`src/hsv_pkg.sv`:
```
`timescale 1ns / 1ps
`default_nettype none

package hsv_pkg;

	localparam int unsigned HSV_HUE_FRAC_BITS = 4;

	localparam int unsigned HUE_W        = 16;
	localparam int unsigned CH_W         = 8;

	localparam int unsigned SECTOR_DEG   = 60;
	localparam int unsigned SECTOR_COUNT = 6;
	localparam int unsigned FULL_SCALE   = 255;

	// hue mod 360 degrees: floor(h * MOD_RECIP / 2^MOD_SHIFT) is exact or one low
	localparam int unsigned HUE_MOD      = SECTOR_DEG * SECTOR_COUNT;
	localparam int unsigned MOD_SHIFT    = 25;
	localparam int unsigned MOD_RECIP    = (1 << MOD_SHIFT) / HUE_MOD;
	localparam int unsigned MOD_RECIP_W  = $clog2(MOD_RECIP + 1);
	localparam int unsigned HUE_Q_W      = $clog2(((1 << HUE_W) - 1) / HUE_MOD + 1);
	localparam int unsigned HUE_M_W      = $clog2(HUE_MOD);

	// channel scaling: divide by 255 * 60 after the fraction bits are shifted out
	localparam int unsigned SCALE_DEN    = FULL_SCALE * SECTOR_DEG;
	localparam int unsigned SCALE_SHIFT  = 24;
	localparam int unsigned SCALE_RECIP  = (1 << SCALE_SHIFT) / SCALE_DEN;
	localparam int unsigned SCALE_RCP_W  = $clog2(SCALE_RECIP + 1);
	localparam int unsigned SCALED_W     = $clog2(FULL_SCALE * SCALE_DEN + 1);

	typedef enum logic [2:0] {
		SEC_R_Y = 3'd0,
		SEC_Y_G = 3'd1,
		SEC_G_C = 3'd2,
		SEC_C_B = 3'd3,
		SEC_B_M = 3'd4,
		SEC_M_R = 3'd5
	} hsv_sector_t;

	typedef struct packed {
		logic        valid;
		hsv_sector_t sector;
	} hsv_ctl_t;

endpackage

`default_nettype wire

```
`src/hsv_sector.sv`:
```
`timescale 1ns / 1ps
`default_nettype none

module hsv_sector #(
	parameter int unsigned HUE_FRAC_BITS = hsv_pkg::HSV_HUE_FRAC_BITS
) (
	input  wire logic                                             clk,
	input  wire logic                                             arst_n,
	input  wire logic                                             in_valid,
	input  wire logic [hsv_pkg::HUE_W-1:0]                        hue,
	input  wire logic [hsv_pkg::CH_W-1:0]                         saturation,
	input  wire logic [hsv_pkg::CH_W-1:0]                         brightness,
	output hsv_pkg::hsv_ctl_t                                     ctl,
	output logic [$clog2(hsv_pkg::SECTOR_DEG << HUE_FRAC_BITS)-1:0] rem,
	output logic [hsv_pkg::CH_W-1:0]                              sat,
	output logic [hsv_pkg::CH_W-1:0]                              val
);
	import hsv_pkg::*;

	localparam int unsigned W       = SECTOR_DEG << HUE_FRAC_BITS;
	localparam int unsigned RW      = $clog2(W);
	localparam int unsigned LW      = (HUE_FRAC_BITS > 0) ? HUE_FRAC_BITS : 1;
	localparam logic [LW-1:0] LO_MASK = LW'((1 << HUE_FRAC_BITS) - 1);
	localparam int unsigned PW      = HUE_W + MOD_RECIP_W;
	localparam int unsigned MW      = HUE_W + 1;

	logic [HUE_W-1:0]   h_c;
	logic [PW-1:0]      prod_c;
	logic [MW-1:0]      m_full_c;
	logic [MW-1:0]      m_corr_c;
	logic [HUE_M_W-1:0] base_c;
	hsv_sector_t        sector_c;
	logic [5:0]         rem_hi_c;

	logic               vld_s1, vld_s2, vld_s3;
	logic [HUE_W-1:0]   h_s1;
	logic [HUE_Q_W-1:0] qe_s1;
	logic [LW-1:0]      lo_s1, lo_s2;
	logic [CH_W-1:0]    sat_s1, sat_s2, sat_s3;
	logic [CH_W-1:0]    val_s1, val_s2, val_s3;
	logic [HUE_M_W-1:0] m_s2;
	hsv_sector_t        sector_s3;
	logic [RW-1:0]      rem_s3;

	always_comb begin
		h_c      = hue >> HUE_FRAC_BITS;
		prod_c   = PW'(h_c) * PW'(MOD_RECIP);
		m_full_c = MW'(h_s1) - MW'(qe_s1) * MW'(HUE_MOD);
		m_corr_c = (m_full_c >= MW'(HUE_MOD)) ? m_full_c - MW'(HUE_MOD) : m_full_c;
	end

	always_comb begin
		if (m_s2 >= HUE_M_W'(5 * SECTOR_DEG)) begin
			sector_c = SEC_M_R;
			base_c   = HUE_M_W'(5 * SECTOR_DEG);
		end else if (m_s2 >= HUE_M_W'(4 * SECTOR_DEG)) begin
			sector_c = SEC_B_M;
			base_c   = HUE_M_W'(4 * SECTOR_DEG);
		end else if (m_s2 >= HUE_M_W'(3 * SECTOR_DEG)) begin
			sector_c = SEC_C_B;
			base_c   = HUE_M_W'(3 * SECTOR_DEG);
		end else if (m_s2 >= HUE_M_W'(2 * SECTOR_DEG)) begin
			sector_c = SEC_G_C;
			base_c   = HUE_M_W'(2 * SECTOR_DEG);
		end else if (m_s2 >= HUE_M_W'(SECTOR_DEG)) begin
			sector_c = SEC_Y_G;
			base_c   = HUE_M_W'(SECTOR_DEG);
		end else begin
			sector_c = SEC_R_Y;
			base_c   = '0;
		end
		rem_hi_c = 6'(m_s2 - base_c);
	end

	always_ff @(posedge clk or negedge arst_n) begin
		if (!arst_n) begin
			vld_s1 <= 1'b0;
			vld_s2 <= 1'b0;
			vld_s3 <= 1'b0;
		end else begin
			vld_s1 <= in_valid;
			vld_s2 <= vld_s1;
			vld_s3 <= vld_s2;
		end
	end

	always_ff @(posedge clk) begin
		h_s1      <= h_c;
		qe_s1     <= prod_c[MOD_SHIFT +: HUE_Q_W];
		lo_s1     <= hue[LW-1:0] & LO_MASK;
		sat_s1    <= saturation;
		val_s1    <= brightness;

		m_s2      <= HUE_M_W'(m_corr_c);
		lo_s2     <= lo_s1;
		sat_s2    <= sat_s1;
		val_s2    <= val_s1;

		sector_s3 <= sector_c;
		rem_s3    <= (RW'(rem_hi_c) << HUE_FRAC_BITS) | RW'(lo_s2);
		sat_s3    <= sat_s2;
		val_s3    <= val_s2;
	end

	assign ctl = '{valid: vld_s3, sector: sector_s3};
	assign rem = rem_s3;
	assign sat = sat_s3;
	assign val = val_s3;

	a_mod_range: assert property (@(posedge clk) disable iff (!arst_n)
		vld_s2 |-> (m_s2 < HUE_M_W'(HUE_MOD)))
		else $error("hue reduction out of range");

	a_rem_range: assert property (@(posedge clk) disable iff (!arst_n)
		vld_s3 |-> (rem_s3 < RW'(W)))
		else $error("sector remainder out of range");

	a_valid_chain: assert property (@(posedge clk) disable iff (!arst_n)
		in_valid |-> ##3 vld_s3)
		else $error("transaction lost in hue stages");

endmodule

`default_nettype wire

```
`src/hsv_chan.sv`:
```
`timescale 1ns / 1ps
`default_nettype none

module hsv_chan #(
	parameter int unsigned HUE_FRAC_BITS = hsv_pkg::HSV_HUE_FRAC_BITS
) (
	input  wire logic                                                 clk,
	input  wire logic [$clog2((hsv_pkg::SECTOR_DEG << HUE_FRAC_BITS) + 1)-1:0] k,
	input  wire logic [hsv_pkg::CH_W-1:0]                             sat,
	input  wire logic [hsv_pkg::CH_W-1:0]                             val,
	output logic      [hsv_pkg::CH_W-1:0]                             chan
);
	import hsv_pkg::*;

	localparam int unsigned W   = SECTOR_DEG << HUE_FRAC_BITS;
	localparam int unsigned KW  = $clog2(W + 1);
	localparam int unsigned DEN = FULL_SCALE * W;
	localparam int unsigned DW  = $clog2(DEN + 1);
	localparam int unsigned XW  = DW + CH_W;
	localparam int unsigned YW  = SCALED_W;
	localparam int unsigned PW  = YW + SCALE_RCP_W;

	logic [KW+CH_W-1:0] ks_c;
	logic [XW-1:0]      x_c;
	logic [PW-1:0]      p_c;
	logic [YW-1:0]      back_c;
	logic [YW-1:0]      rr_c;

	logic [DW-1:0]      num_s4;
	logic [CH_W-1:0]    val_s4;
	logic [YW-1:0]      y_s5, y_s6;
	logic [CH_W-1:0]    qe_s6;
	logic [CH_W-1:0]    chan_s7;

	always_comb begin
		ks_c   = (KW+CH_W)'(k) * (KW+CH_W)'(sat);
		x_c    = XW'(val_s4) * XW'(num_s4);
		p_c    = PW'(y_s5) * PW'(SCALE_RECIP);
		back_c = YW'(qe_s6) * YW'(SCALE_DEN);
		rr_c   = y_s6 - back_c;
	end

	always_ff @(posedge clk) begin
		num_s4  <= DW'(DEN) - DW'(ks_c);
		val_s4  <= val;
		y_s5    <= YW'(x_c >> HUE_FRAC_BITS);
		y_s6    <= y_s5;
		qe_s6   <= p_c[SCALE_SHIFT +: CH_W];
		chan_s7 <= (rr_c >= YW'(SCALE_DEN)) ? qe_s6 + CH_W'(1) : qe_s6;
	end

	assign chan = chan_s7;

endmodule

`default_nettype wire

```
`src/hsv_to_rgb_converter.sv`:
```
`timescale 1ns / 1ps
`default_nettype none

// HSV to RGB pixel converter. A pixel is taken on every clock in which start is
// high; busy never rises, so pixels may stream back to back. Each result shows up
// on red, green and blue with a one-cycle done pulse, and must be taken in that
// cycle: the receiver cannot stall the block. Of the pipeline stages, three
// reduce the hue to a sector and remainder, four scale the three computed
// channels in parallel lanes, and one orders the channels by sector into the
// output register.
module hsv_to_rgb_converter #(
	parameter int unsigned HUE_FRAC_BITS = hsv_pkg::HSV_HUE_FRAC_BITS
) (
	input  wire logic                        clk,
	input  wire logic                        arst_n,
	input  wire logic                        start,
	output logic                             busy,
	input  wire logic [hsv_pkg::HUE_W-1:0]   hue,
	input  wire logic [hsv_pkg::CH_W-1:0]    saturation,
	input  wire logic [hsv_pkg::CH_W-1:0]    brightness,
	output logic                             done,
	output logic      [hsv_pkg::CH_W-1:0]    red,
	output logic      [hsv_pkg::CH_W-1:0]    green,
	output logic      [hsv_pkg::CH_W-1:0]    blue
);
	import hsv_pkg::*;

	localparam int unsigned W  = SECTOR_DEG << HUE_FRAC_BITS;
	localparam int unsigned RW = $clog2(W);
	localparam int unsigned KW = $clog2(W + 1);

	hsv_ctl_t        ctl_s3;
	logic [RW-1:0]   rem_s3;
	logic [CH_W-1:0] sat_s3;
	logic [CH_W-1:0] val_s3;

	logic [KW-1:0]   k_q_c, k_t_c, k_p_c;
	logic [CH_W-1:0] cq_s7, ct_s7, cp_s7;

	hsv_ctl_t        ctl_s4, ctl_s5, ctl_s6, ctl_s7;
	logic [CH_W-1:0] val_s4, val_s5, val_s6, val_s7;

	logic [CH_W-1:0] r_c, g_c, b_c;
	logic            done_q;
	logic [CH_W-1:0] red_q, green_q, blue_q;

	assign busy = 1'b0;

	hsv_sector #(
		.HUE_FRAC_BITS(HUE_FRAC_BITS)
	) u_sector (
		.clk        (clk),
		.arst_n     (arst_n),
		.in_valid   (start && !busy),
		.hue        (hue),
		.saturation (saturation),
		.brightness (brightness),
		.ctl        (ctl_s3),
		.rem        (rem_s3),
		.sat        (sat_s3),
		.val        (val_s3)
	);

	// q uses f, t uses 1-f, p uses the full sector width
	always_comb begin
		k_q_c = KW'(rem_s3);
		k_t_c = KW'(W) - KW'(rem_s3);
		k_p_c = KW'(W);
	end

	hsv_chan #(.HUE_FRAC_BITS(HUE_FRAC_BITS)) u_chan_q (
		.clk(clk), .k(k_q_c), .sat(sat_s3), .val(val_s3), .chan(cq_s7)
	);

	hsv_chan #(.HUE_FRAC_BITS(HUE_FRAC_BITS)) u_chan_t (
		.clk(clk), .k(k_t_c), .sat(sat_s3), .val(val_s3), .chan(ct_s7)
	);

	hsv_chan #(.HUE_FRAC_BITS(HUE_FRAC_BITS)) u_chan_p (
		.clk(clk), .k(k_p_c), .sat(sat_s3), .val(val_s3), .chan(cp_s7)
	);

	always_ff @(posedge clk or negedge arst_n) begin
		if (!arst_n) begin
			ctl_s4 <= '0;
			ctl_s5 <= '0;
			ctl_s6 <= '0;
			ctl_s7 <= '0;
			done_q <= 1'b0;
		end else begin
			ctl_s4 <= ctl_s3;
			ctl_s5 <= ctl_s4;
			ctl_s6 <= ctl_s5;
			ctl_s7 <= ctl_s6;
			done_q <= ctl_s7.valid;
		end
	end

	always_ff @(posedge clk) begin
		val_s4        <= val_s3;
		val_s5        <= val_s4;
		val_s6        <= val_s5;
		val_s7        <= val_s6;
		red_q         <= r_c;
		green_q       <= g_c;
		blue_q        <= b_c;
	end

	always_comb begin
		case (ctl_s7.sector)
			SEC_Y_G: begin
				r_c = cq_s7;  g_c = val_s7; b_c = cp_s7;
			end
			SEC_G_C: begin
				r_c = cp_s7;  g_c = val_s7; b_c = ct_s7;
			end
			SEC_C_B: begin
				r_c = cp_s7;  g_c = cq_s7;  b_c = val_s7;
			end
			SEC_B_M: begin
				r_c = ct_s7;  g_c = cp_s7;  b_c = val_s7;
			end
			SEC_M_R: begin
				r_c = val_s7; g_c = cp_s7;  b_c = cq_s7;
			end
			default: begin
				r_c = val_s7; g_c = ct_s7;  b_c = cp_s7;
			end
		endcase
	end

	assign done  = done_q;
	assign red   = red_q;
	assign green = green_q;
	assign blue  = blue_q;

	a_latency: assert property (@(posedge clk) disable iff (!arst_n)
		(start && !busy) |-> ##8 done)
		else $error("transaction did not complete in 8 cycles");

	a_no_spurious: assert property (@(posedge clk) disable iff (!arst_n)
		done |-> $past(start && !busy, 8))
		else $error("done without a matching transaction");

	a_chan_bound: assert property (@(posedge clk) disable iff (!arst_n)
		done |-> ((red <= $past(brightness, 8)) && (green <= $past(brightness, 8)) &&
			(blue <= $past(brightness, 8))))
		else $error("channel exceeds brightness");

	a_chan_peak: assert property (@(posedge clk) disable iff (!arst_n)
		done |-> ((red == $past(brightness, 8)) || (green == $past(brightness, 8)) ||
			(blue == $past(brightness, 8))))
		else $error("no channel carries the brightness");

endmodule

`default_nettype wire

```
`config.mk`:
```
export PLATFORM = sky130hd
export DESIGN_NAME = hsv_to_rgb_converter
export DESIGN_NICKNAME = d
export VERILOG_FILES = /design/src/hsv_pkg.sv /design/src/hsv_sector.sv /design/src/hsv_chan.sv /design/src/hsv_to_rgb_converter.sv
export SDC_FILE = /design/constraint.sdc
export NUM_CORES = 2
export LEC_CHECK = 0
export CORE_ASPECT_RATIO = 0.5
export CORE_UTILIZATION = 50
export CTS_CLUSTER_SIZE = 12
export DETAILED_ROUTE_END_ITERATION = 8
export DONT_BUFFER_PORTS = 1
export PLACE_DENSITY = 0.75
export RECOVER_POWER = 50
export SLEW_MARGIN = 40
export SYNTH_ARGS = -nofsm -noshare
export SYNTH_HDL_FRONTEND = slang
export SYNTH_SLANG_ARGS = --single-unit
export TNS_END_PERCENT = 1
```
`constraint.sdc`:
```
create_clock -name clk -period 8.2 [get_ports clk]
set_clock_uncertainty 0.15 [all_clocks]
set_input_delay 0.82 -clock clk [delete_from_list [all_inputs] [get_ports clk]]
set_output_delay 0.82 -clock clk [all_outputs]
set_load 0.05 [all_outputs]
```
==> results.md <==
- Buf/Inv on CP: 2
- Final hold vios: 0
- Drt wl/cell: between 15 and 20 µm
- Chip Width: 418.5 µm
- CP top delay family: adder cells
- TritonCTS clock tree: done
- Share of the synthesized area in the top cell type: 24.70%
- Rows: 75
- Max Root-Sink Buffers: 3
- Synth Flop Type: dfxtp_1
- Initial antenna violation count: 6
- IO Pins: slightly above 60
- Max Fclk: between 0.1 and 0.15 GHz
- Max-Cap Viols: 0
- HP Class: input pin to register
- Total CTS buffers: between 40 and 50
- IO buf count: 0
- Synth-to-layout area growth: 6.172%
- Total Wirelength: roughly 90 mm
- Sequential area share after synthesis: between 10% and 20%
- Clock net sink count: 389
- Seq cells post-synth: 389
- Worst Setup End Kind: register
- Total Nets Final: a little under 6000
- Most frequent cells in the layout: 959 x inv_1, 741 x ha_1, 535 x fa_1
- Ys Warns: 0
- Largest net degree at the start of global routing: 49
- Dpl ws: 1.232 ns
- Status: finished, final reports clean
- Area leader, netlist: fa_1
- Pins over their slew limit: 0
- Syn_area_per_cell: 9.334 µm²
- Slowest stage cell, crit path: dfxtp_1
- Post-cts sizing count: 0
- DPL Wire Length: 73.33 mm
- Design Area, Final: 46040 µm²
- Post-CTS Setup Bufs: 0
- Final setup fails: 0
- Cells after Synth: 4646
- RSZ-0062 raised after global routing: false
- Syn nets: between 5000 and 6000
- Crit Path Category: register to register
- Die area: 87980 µm²
- Most common cell after layout, fill and taps aside: inv_1
- Synth top area cells: fa_1 25%, ha_1 21%, dfxtp_1 17%, inv_1 8.3%, and2_1 3.9%
- Data required time of the critical path: around 8.5 ns
- Initial Util: 51.12%
- Htree depth: 2
- Post-synth EDFFs: 0
- Clock Latency Late Sink: 0.60 ns
- Worst-Margin Slew: around 1.4 ns
- Routability Congestion: 0.8887
- Final Cycle Share: 85.10%
- Min Tclk post-route: 6.978 ns
- Root buffer cell: clkbuf_16
- Fraction of final layout cells sized beyond drive strength 1: about 2.8%
- Via count: about 30000
- First-pass GRT wire length: about 150 mm
- Final ANT Viol Nets: 0
- DRC: 0
- CP Launch Type: register
- Cell Area, Synth: 43370 µm²
- Vias in the first global route: 32590
- Relative slew slack: 4.823%
- Hold buffer count at cts: 2
- Clk pin slew, worst setup/hold paths: approximately 0.060 ns
- Arrival @ worst endpoint: between 7 and 8 ns
- Setup_tns: 0 ns
- CP Max Fanout: 8
- Core Area: 84830 µm²
- Worst setup margin: 1.222 ns
- Chip Height: around 210 µm
- Vias per cell: 5.289
- Post-DP Area: 44630 µm²
- Grt total ovfl: 0
- Worst path max stage delay: ~0.6 ns
- Crit path cell chain: fa_1 > fa_1 > fa_1 > inv_1 > fa_1 > inv_1 > ha_1 > or3_1 > o211ai_1 > a21oi_1 > o21ai_1 > nand2b_1 > a21oi_1 > xor2_1 > ha_1 > a21oi_1 > nor2_1 > nor4_1 > o221ai_1 > a311o_1 > nor4_1 > o311a_1 > a211oi_1 > xor2_1
- Initial DRC Count: 1678
- Library cells used by synthesis: 88
- Drt pass-1 iters: 6
- Tot GR Track Use: 21.15%
- Hold_ws: roughly 0.089 ns
- Cell mode on critical path: fa_1
- Asr flop ratio synth: 5.141%
per-layer routing:
layer | track usage (%) | part of all wire (%)
met1 | 27.93 | 45
met2 | 36.65 | 48
met3 | 2.881 | 5.0
met4 | 5.179 | 1.8
met5 | 0 | 0.014
Yosys cell counts (5+ instances only):
cell / instances
mux2_2: 6
xnor2_1: 151
o21a_1: 30
a21boi_0: 17
fa_1: 535
nand2_1: 374
nor3_1: 57
a21o_1: 57
a21oi_1: 169
nand2b_1: 28
nor2b_1: 24
dfrtp_1: 20
ha_1: 741
o41ai_1: 8
nand3_1: 44
a211o_1: 6
a31oi_1: 14
o21ai_1: 5
or3_1: 13
and3_1: 17
o31ai_1: 15
nor2_1: 171
inv_1: 960
and2_1: 273
xor2_1: 73
o22ai_1: 19
mux2i_1: 26
buf_1: 5
dfxtp_1: 369
clkbuf_1: 78
o211ai_1: 11
o2111ai_1: 11
a211oi_1: 19
o21bai_1: 16
nor4_1: 10
nand3b_1: 6
nand4_1: 13
or2_2: 10
o21ai_0: 143
a31o_2: 5
a221oi_1: 19
layout make-up:
| type | instances | area [µm²] |
|---|---|---|
| antenna | 2 | 5.005 |
| clock buffer | 59 | 1186 |
| clock inverter | 14 | 219.0 |
| fill | 7469 | 38790 |
| inverter | 960 | 3603 |
| multi-input combinational | 3211 | 31550 |
| sequential | 389 | 7896 |
| tap | 1155 | 1445 |
| timing repair buffer | 20 | 141.4 |
stage by stage:
step	std cells	util, %
floorplan	4646	-
global placement	5733	52.59
detailed placement	5733	52.61
CTS	5808	54.30
global route	5810	54.27
finish	5810	54.27
flip-flops by register name, indices dropped and copies added, names as in the netlist, 9 cells and up:
signal,cells
u_chan_q.num_s4,17
u_chan_q.y_s5,22
u_chan_p.y_s5,20
u_sector.h_s1,12
u_chan_p.num_s4,12
u_sector.m_s2,9
u_chan_q.y_s6,20
u_chan_t.num_s4,18
u_chan_t.y_s6,20
u_chan_p.y_s6,20
u_chan_t.y_s5,22
u_sector.rem,10
logic make-up after synthesis:
family                   count (synthesis)  share of synthesized area (%)
other                                    1                       0.008647
multiplexers                            33                         0.8079
buffers and inverters                 1046                          9.068
XOR/XNOR                               225                          4.576
AO/OA/AOI/OAI                          611                          9.141
AND/OR/NAND/NOR                       1065                          12.13
adder cells (fa/ha/maj)               1276                          46.08
flip-flops                             389                          18.19
final timing paths:
kind,to,slack [ns],cells after the start,start
worst max-delay path,u_chan_p.chan[5],1.22,24,u_chan_p.qe_s6[5]
worst min-delay path,u_sector.val_s1[4],0.09,0,brightness[4]
worst max register to register,u_chan_p.chan[5],1.22,24,u_chan_p.qe_s6[5]
worst min register to register,u_sector.sat_s2[2],0.17,0,u_sector.sat_s1[2]
max in group asynchronous,ctl_s7[0],5.97,2,arst_n
min in group asynchronous,ctl_s6[1],1.00,2,arst_n
Power is not shown: default switching activity piles up to over one toggle a cycle in this logic, so the estimate is an artifact.
